--- src/hdl/mse_pkg.sv ---
`timescale 1ns / 1ps
`default_nettype none
// ----------------------------------------------------------------------------
// mse_pkg: shared types and constants for the merge sort engine
// Buffer geometry, data width and the RAM write-port bundle.
// ----------------------------------------------------------------------------
package mse_pkg;

  // Largest set the engine holds
  localparam int DEPTH  = 64;
  localparam int ADDR_W = $clog2(DEPTH);
  // Counts run from 0 to DEPTH inclusive
  localparam int CNT_W  = ADDR_W + 1;
  localparam int DATA_W = 32;

  // Write port of one buffer RAM
  typedef struct packed {
    logic              en;
    logic [ADDR_W-1:0] addr;
    logic [DATA_W-1:0] data;
  } mse_wr_t;

endpackage : mse_pkg
`default_nettype wire

--- src/hdl/mse_if.sv ---
`timescale 1ns / 1ps
`default_nettype none
// ----------------------------------------------------------------------------
// mse_if: valid/ready stream channels of the merge sort engine
// Input channel carries one unsorted value, output one sorted value.
// ----------------------------------------------------------------------------
interface mse_in_if;
  logic               valid;
  logic               ready;
  logic signed [31:0] value;
  logic               last;

  modport source  (output valid, output value, output last, input ready);
  modport sink    (input valid, input value, input last, output ready);
  modport monitor (input valid, input value, input last, input ready);
endinterface : mse_in_if

interface mse_out_if;
  logic               valid;
  logic               ready;
  logic signed [31:0] sorted_value;
  logic               sorted_last;

  modport source  (output valid, output sorted_value, output sorted_last, input ready);
  modport sink    (input valid, input sorted_value, input sorted_last, output ready);
  modport monitor (input valid, input sorted_value, input sorted_last, input ready);
endinterface : mse_out_if
`default_nettype wire

--- src/hdl/mse_ram.sv ---
`timescale 1ns / 1ps
`default_nettype none
// ----------------------------------------------------------------------------
// mse_ram: one sort buffer
// DEPTH x DATA_W memory, one write port, one read port with registered data.
// ----------------------------------------------------------------------------
module mse_ram
  import mse_pkg::*;
(
  input  wire  logic              clk,
  input  wire  mse_wr_t           wr,
  input  wire  logic [ADDR_W-1:0] rd_addr,
  output logic       [DATA_W-1:0] rd_data
);

  logic [DATA_W-1:0] mem [DEPTH];

  // Write port
  always_ff @(posedge clk) begin
    if (wr.en) begin
      mem[wr.addr] <= wr.data;
    end
  end

  // Registered read port
  always_ff @(posedge clk) begin
    rd_data <= mem[rd_addr];
  end

endmodule : mse_ram
`default_nettype wire

--- src/hdl/merge_sort_engine.sv ---
`timescale 1ns / 1ps
`default_nettype none
// ----------------------------------------------------------------------------
// merge_sort_engine: streaming sorter for signed 32-bit values
// Collects a set, sorts it by bottom-up merging between two RAMs, emits it.
// ----------------------------------------------------------------------------
// Values are loaded one per cycle into buffer A until one arrives with last
// set, or until DEPTH (64) values are held. The set of n values is then sorted
// in ascending signed order with ceil(log2 n) merge passes that ping-pong
// between buffers A and B; ties keep input order. Each pass walks the run
// pairs in turn, and the merge refills the consumed head through the single
// registered read port of the source buffer. The sorted set is then emitted
// one value at a time, each held until it is taken, with sorted_last on the
// final value. Input ready is high only while a set is being loaded.
// ----------------------------------------------------------------------------
module merge_sort_engine
  import mse_pkg::*;
(
  input  wire logic clk,
  input  wire logic rst,
  mse_in_if.sink    in_ch,
  mse_out_if.source out_ch
);

  typedef enum logic [3:0] {
    S_LOAD,
    S_PASS,
    S_PAIR,
    S_RD_L,
    S_RD_R,
    S_MERGE,
    S_FILL_L,
    S_FILL_R,
    S_EMIT_RD,
    S_EMIT_LD,
    S_EMIT_WAIT
  } state_t;

  state_t             state;
  logic [CNT_W-1:0]   cnt;
  logic [CNT_W-1:0]   n;
  logic [CNT_W-1:0]   width;
  logic [CNT_W-1:0]   lo;
  logic [CNT_W-1:0]   mid;
  logic [CNT_W-1:0]   hi;
  logic [CNT_W-1:0]   i;
  logic [CNT_W-1:0]   j;
  logic [CNT_W-1:0]   k;
  logic [CNT_W-1:0]   e;
  logic               sel;      // 0: A is source, 1: B is source
  logic signed [DATA_W-1:0] head_l;
  logic signed [DATA_W-1:0] head_r;
  logic               out_valid;
  logic signed [DATA_W-1:0] out_value;
  logic               out_last;

  mse_wr_t            wr_a;
  mse_wr_t            wr_b;
  logic [CNT_W-1:0]   rd_addr;
  logic [DATA_W-1:0]  rd_data_a;
  logic [DATA_W-1:0]  rd_data_b;
  logic signed [DATA_W-1:0] src_data;

  logic               in_fire;
  logic               out_fire;
  logic               left_ok;
  logic               right_ok;
  logic               take_left;
  logic [CNT_W:0]     mid_sum;
  logic [CNT_W:0]     hi_sum;
  logic [CNT_W-1:0]   mid_calc;
  logic [CNT_W-1:0]   hi_calc;
  logic signed [DATA_W-1:0] pick;

  assign in_fire  = in_ch.valid && in_ch.ready;
  assign out_fire = out_valid && out_ch.ready;

  assign in_ch.ready         = (state == S_LOAD);
  assign out_ch.valid        = out_valid;
  assign out_ch.sorted_value = out_value;
  assign out_ch.sorted_last  = out_last;

  assign src_data = sel ? $signed(rd_data_b) : $signed(rd_data_a);

  // Run bounds of the next pair, clipped to the set size
  assign mid_sum  = {1'b0, lo} + {1'b0, width};
  assign hi_sum   = mid_sum + {1'b0, width};
  assign mid_calc = (mid_sum > {1'b0, n}) ? n : mid_sum[CNT_W-1:0];
  assign hi_calc  = (hi_sum > {1'b0, n}) ? n : hi_sum[CNT_W-1:0];

  // Shared compare: pick the left head on ties
  assign left_ok   = (i < mid);
  assign right_ok  = (j < hi);
  assign take_left = left_ok && (!right_ok || (head_l <= head_r));
  assign pick      = take_left ? head_l : head_r;

  // Read address per state
  always_comb begin
    case (state)
      S_PAIR:      rd_addr = lo;
      S_RD_L:      rd_addr = j;
      S_MERGE:     rd_addr = take_left ? (i + CNT_W'(1)) : (j + CNT_W'(1));
      S_EMIT_RD:   rd_addr = e;
      S_EMIT_WAIT: rd_addr = e + CNT_W'(1);
      default:     rd_addr = i;
    endcase
  end

  // Write ports: loading fills A, merging writes the destination buffer
  always_comb begin
    wr_a = '0;
    wr_b = '0;
    if (state == S_LOAD) begin
      wr_a.en   = in_fire;
      wr_a.addr = cnt[ADDR_W-1:0];
      wr_a.data = in_ch.value;
    end else begin
      wr_a.addr = k[ADDR_W-1:0];
      wr_a.data = pick;
      wr_b.addr = k[ADDR_W-1:0];
      wr_b.data = pick;
      if (state == S_MERGE && (left_ok || right_ok)) begin
        wr_a.en = sel;
        wr_b.en = !sel;
      end
    end
  end

  mse_ram u_buf_a (
    .clk     (clk),
    .wr      (wr_a),
    .rd_addr (rd_addr[ADDR_W-1:0]),
    .rd_data (rd_data_a)
  );

  mse_ram u_buf_b (
    .clk     (clk),
    .wr      (wr_b),
    .rd_addr (rd_addr[ADDR_W-1:0]),
    .rd_data (rd_data_b)
  );

  // Sequencer and registered outputs
  always_ff @(posedge clk) begin
    if (rst) begin
      state     <= S_LOAD;
      cnt       <= '0;
      out_valid <= 1'b0;
    end else begin
      case (state)
        S_LOAD: begin
          if (in_fire) begin
            if (in_ch.last || (cnt == CNT_W'(DEPTH - 1))) begin
              n     <= cnt + CNT_W'(1);
              cnt   <= '0;
              width <= CNT_W'(1);
              sel   <= 1'b0;
              state <= S_PASS;
            end else begin
              cnt <= cnt + CNT_W'(1);
            end
          end
        end
        S_PASS: begin
          lo <= '0;
          if (width >= n) begin
            e     <= '0;
            state <= S_EMIT_RD;
          end else begin
            state <= S_PAIR;
          end
        end
        S_PAIR: begin
          mid   <= mid_calc;
          hi    <= hi_calc;
          i     <= lo;
          j     <= mid_calc;
          k     <= lo;
          state <= S_RD_L;
        end
        S_RD_L: begin
          head_l <= src_data;
          state  <= S_RD_R;
        end
        S_RD_R: begin
          head_r <= src_data;
          state  <= S_MERGE;
        end
        S_MERGE: begin
          if (!left_ok && !right_ok) begin
            // Pair done
            lo <= hi;
            if (hi >= n) begin
              sel   <= !sel;
              width <= {width[CNT_W-2:0], 1'b0};
              state <= S_PASS;
            end else begin
              state <= S_PAIR;
            end
          end else begin
            k <= k + CNT_W'(1);
            if (take_left) begin
              i     <= i + CNT_W'(1);
              state <= S_FILL_L;
            end else begin
              j     <= j + CNT_W'(1);
              state <= S_FILL_R;
            end
          end
        end
        S_FILL_L: begin
          head_l <= src_data;
          state  <= S_MERGE;
        end
        S_FILL_R: begin
          head_r <= src_data;
          state  <= S_MERGE;
        end
        S_EMIT_RD: begin
          state <= S_EMIT_LD;
        end
        S_EMIT_LD: begin
          out_valid <= 1'b1;
          out_value <= src_data;
          out_last  <= (e + CNT_W'(1) == n);
          state     <= S_EMIT_WAIT;
        end
        S_EMIT_WAIT: begin
          if (out_fire) begin
            out_valid <= 1'b0;
            e         <= e + CNT_W'(1);
            if (out_last) begin
              state <= S_LOAD;
            end else begin
              state <= S_EMIT_LD;
            end
          end
        end
        default: begin
          state <= S_LOAD;
        end
      endcase
    end
  end

endmodule : merge_sort_engine
`default_nettype wire

--- src/flat_wrapper.sv ---
// flat-port wrapper written by rule: the top's interface ports become plain ports
module merge_sort_engine_flat import mse_pkg::*;
  (clk, rst, in_ch_valid, in_ch_value, in_ch_last, in_ch_ready, out_ch_valid, out_ch_sorted_value, out_ch_sorted_last, out_ch_ready);
  mse_in_if in_ch_i ();
  mse_out_if out_ch_i ();
  input  wire logic clk;
  input  wire logic rst;
  input wire logic [$bits(in_ch_i.valid)-1:0] in_ch_valid;
  input wire logic [$bits(in_ch_i.value)-1:0] in_ch_value;
  input wire logic [$bits(in_ch_i.last)-1:0] in_ch_last;
  output wire logic [$bits(in_ch_i.ready)-1:0] in_ch_ready;
  output wire logic [$bits(out_ch_i.valid)-1:0] out_ch_valid;
  output wire logic [$bits(out_ch_i.sorted_value)-1:0] out_ch_sorted_value;
  output wire logic [$bits(out_ch_i.sorted_last)-1:0] out_ch_sorted_last;
  input wire logic [$bits(out_ch_i.ready)-1:0] out_ch_ready;
  assign in_ch_i.valid = in_ch_valid;
  assign in_ch_i.value = in_ch_value;
  assign in_ch_i.last = in_ch_last;
  assign in_ch_ready = in_ch_i.ready;
  assign out_ch_valid = out_ch_i.valid;
  assign out_ch_sorted_value = out_ch_i.sorted_value;
  assign out_ch_sorted_last = out_ch_i.sorted_last;
  assign out_ch_i.ready = out_ch_ready;
  merge_sort_engine u_core (.clk(clk), .rst(rst), .in_ch(in_ch_i), .out_ch(out_ch_i));
endmodule
--- config.mk ---
export PLATFORM = sky130hd
export DESIGN_NAME = merge_sort_engine_flat
export DESIGN_NICKNAME = d
export VERILOG_FILES = /design/src/hdl/mse_pkg.sv /design/src/hdl/mse_if.sv /design/src/hdl/mse_ram.sv /design/src/hdl/merge_sort_engine.sv /design/src/flat_wrapper.sv
export SDC_FILE = /design/constraint.sdc
export NUM_CORES = 2
export LEC_CHECK = 0
export ABC_CLOCK_PERIOD_IN_PS = 6600
export BUFFER_PORTS_ARGS = -buffer_cell sky130_fd_sc_hd__buf_2
export CORE_MARGIN = 2
export CORE_UTILIZATION = 55
export CTS_CLUSTER_SIZE = 12
export DETAILED_ROUTE_END_ITERATION = 8
export PLACE_DENSITY = 0.71
export SYNTH_ARGS = -nofsm -noshare
export SYNTH_HDL_FRONTEND = slang
export SYNTH_SLANG_ARGS = --single-unit
--- constraint.sdc ---
create_clock -name clk -period 6.6 [get_ports clk]
set_input_delay 0.33 -clock clk [delete_from_list [all_inputs] [get_ports clk]]
set_output_delay 0.33 -clock clk [all_outputs]
set_load 0.02 [all_outputs]
==> summary.txt <==
kind of critical path: reg2reg
Static Leakage: 0.0624 uW
die area: 311000 um^2
Storage cell area: 129000 um^2
worst setup margin: 0.467 ns
count of pins over their slew limit: 0
Fin. Hold Viols: 0
RSZ-0062 raised after global routing: false
WL/cell: 35.1 um
layout overhead on the synthesized area: 12.7%
CP peak stage delay: 0.69 ns
worst relative slew slack: 0.0253
I/O Buffers: 71
area occupied by multi-input gates: 38200 um^2
Setup Viol. Count Final: 0
FMAX: 163 MHz
CTS H-tree depth: 5
measured slew at the worst slew-check pin: 1.46 ns
fin crit period: 6.13 ns
Setup Slack @ Placement: 0.423 ns
Pwr Total: 65500 uW
Warnings, synthesis: 0
Clock Sink Count: 4332
Max Root-Sink Buffers: 4
Worst path most repeated cell: buf_4
vias in the first global route: 94100
outcome: finished, final reports clean
Post-Syn Area per Cell: 17.3 um^2
fill count: 20700
XOR/XNOR Fraction of Synth Area: 0.00254
# IOs: 72
Synth Area in Adders: 0.00698
Initial Utilization: 0.552
Seq/Total Area, Yosys: 0.766
total grt overflow: 0
global-route wire length before repair: 713 mm
DRC viols: 0
via count: 99100
CP max stage cell: nand3_1
Worst Hold Class: in2reg
proportion of layout cells with a drive suffix above 1: 0.177
compound-gate portion of the synthesized area: 0.0382
Total GRT Usage: 0.326
first-pass iteration count of the detailed router: 8
largest family of logic cells by synthesized area: multiplexers
PostCTS Resize Cnt: 0
total CTS buffers: 423
Main synth FF type: edfxtp_1
Final GP Congestion: 0.922
Pwr Density: 344 nW/um^2
crit share post-route: 0.929
FP Rows: 203
Simple-Gate Fraction of Synth Area: 0.0772
most common cell after layout, fill and taps aside: edfxtp_1
Crit Path Max Fanout: 64
post-synthesis mux area share: 0.0908
Worst Path Arrival: 6.95 ns
Layout Nets: 10300
CP cell instances: ha_1 > nand4_1 > nor4_1 > and3_1 > or3_1 > a2bb2o_1 > nor2_4 > buf_4 > a31oi_4 > nor2_4 > buf_4 > buf_4 > nand3_1 > nand4_1 > nand3_1 > or3_1
clk_lat worst skew: 0.96 ns
Antenna Nets Post-Route: 0
cell area after synthesis: 169000 um^2
die height: 558 um
total negative slack: 0 ns
clock slew at reported path FFs: 0.06 ns
die width: 558 um
CTS Root Cell: clkbuf_16
total wire length: 512 mm
Post-synth EDFFs: 4256
largest net degree at the start of global routing: 148
Initial DRC Count: 18200
Critical Path RT: 7.41 ns
Peak VDD IR: 0.259 mV
reg2reg setup slack: 0.47 ns
Async SR Flop Fraction: 0
Crit. End Element: flip-flop
most frequent cells in the layout: edfxtp_1, nand2_1, nand3_1
Yosys cell types: 81
Core Region: 306000 um^2
Syn Inst Count: 9784
max_cap viols: 0
Via density: 6.79
HPWL after DPL: 304 mm
skew final: 0.0598 ns
initial antenna violation count: 43
CTS tree: done
Synth Register Bits: 4332
Syn Nets: 9914
Critical Path Start Type: flip-flop
## stage by stage
step	instance area [um^2]	utilization	std cells	hold slack (ns)
5_1_grt	190000	0.623	14600	0.157
3_3_place_gp	178000	0.581	13900	0.496
6_report	190000	0.623	14600	0.158
2_1_floorplan	169000	-	9784	0.483
3_5_place_dp	178000	0.582	13900	0.498
4_1_cts	190000	0.622	14600	0.0929
## state kept, by name (all words and copies together) (netlist names), 4 cells and up
| register | flops |
|---|---|
| u_core.out_ch.sorted_value | 32 |
| u_core.u_buf_a.mem | 2048 |
| u_core.state | 4 |
| u_core.cnt | 7 |
| u_core.head_l | 32 |
| u_core.e | 7 |
| u_core.lo | 7 |
| u_core.u_buf_b.mem | 2048 |
| u_core.width | 7 |
| u_core.j | 7 |
| u_core.i | 7 |
| u_core.k | 6 |
| u_core.mid | 7 |
| u_core.head_r | 32 |
| u_core.u_buf_a.rd_data | 32 |
| u_core.n | 7 |
| u_core.hi | 7 |
| u_core.u_buf_b.rd_data | 32 |
## cells by family after synthesis
| group | count (synthesis) |
|---|---|
| flip-flops | 4332 |
| AND/OR/NAND/NOR | 2943 |
| AO/OA/AOI/OAI | 875 |
| multiplexers | 847 |
| buffers and inverters | 645 |
| adder cells (fa/ha/maj) | 93 |
| XOR/XNOR | 49 |
## routing by layer
layer	vias up	global-route usage	routed length (um)
met3	1213	0.108	83600
met5	-	0	253
met4	34	0.131	23300
met1	50300	0.465	183000
met2	8192	0.468	222000
li1	39400	-	-
## worst paths after layout
| check | endpoint | from | cells past startpoint |
|---|---|---|---|
| max | u_core.u_buf_b.rd_data[9]$_DFF_P_ | u_core.head_l[11]$_DFFE_PP_ | 16 |
| min | u_core.u_buf_a.mem[60][23]$_DFFE_PP_ | in_ch_value[23] | 3 |
| max reg2reg | u_core.u_buf_b.rd_data[9]$_DFF_P_ | u_core.head_l[11]$_DFFE_PP_ | 16 |
| min reg2reg | u_core.cnt[6]$_SDFFE_PP0P_ | u_core.cnt[6]$_SDFFE_PP0P_ | 1 |
## synthesized netlist by cell type, types with 7 or more instances
cell	n	area, um^2
xor2_1	17	149
or4_1	10	75.1
o21bai_1	7	52.6
and3_1	95	594
a211oi_1	17	128
a21oi_1	156	781
o2111a_1	8	90.1
nor2b_1	15	93.8
a31oi_1	80	500
a2111oi_0	26	228
and4_1	7	61.3
o21ai_0	39	195
nand2_1	1591	5970
mux4_2	544	12300
dfxtp_1	76	1520
mux2i_1	266	2660
a311oi_1	21	184
nand2b_1	14	87.6
a211o_1	8	70.1
nand4_1	163	1020
a22oi_1	220	1650
a32oi_1	139	1220
or3_1	22	138
a21o_1	27	203
buf_2	249	1250
mux2_2	37	417
ha_1	91	1140
xnor2_1	32	280
nor2_1	312	1170
buf_4	69	518
inv_1	86	323
nor4_4	8	170
a32o_1	16	160
nand3_1	646	3230
edfxtp_1	4256	128000
and2_1	10	62.6
a22o_1	40	350
o211ai_1	10	75.1
clkbuf_1	186	698
a221oi_1	13	114
nor3_1	17	85.1
buf_1	47	176
## report_power, final
| group | switching (uW) | internal (uW) | total (uW) |
|---|---|---|---|
| Clock | 9860 | 12400 | 22200 |
| Sequential | 580 | 32100 | 32700 |
| Combinational | 7590 | 2980 | 10600 |
| Total | 18000 | 47500 | 65500 |
## cell type report
class,instances,share of cell area
Tap cell,4100,0.0270
Sequential cell,4332,0.680
Inverter,88,0.00175
Antenna cell,29,0.000381
Timing Repair Buffer,546,0.0258
Clock buffer,651,0.0625
Clock inverter,58,0.00235
Multi-Input combinational cell,4807,0.201
## timing repair
item                                   CTS  global route
buffers inserted                         0             7
hold buffers                             7             0
setup endpoints to repair                0             1
endpoints found under the hold margin    9             0
## worst max-delay path: cells and delay by family (launching register included)
family,cells,cell delay (ns)
flip-flops,1,0.42
AO/OA/AOI/OAI,2,0.62
adder cells (fa/ha/maj),1,0.34
AND/OR/NAND/NOR,10,3.27
buffers and inverters,3,1.31
No activity file was read; power rests on OpenSTA's default activity.
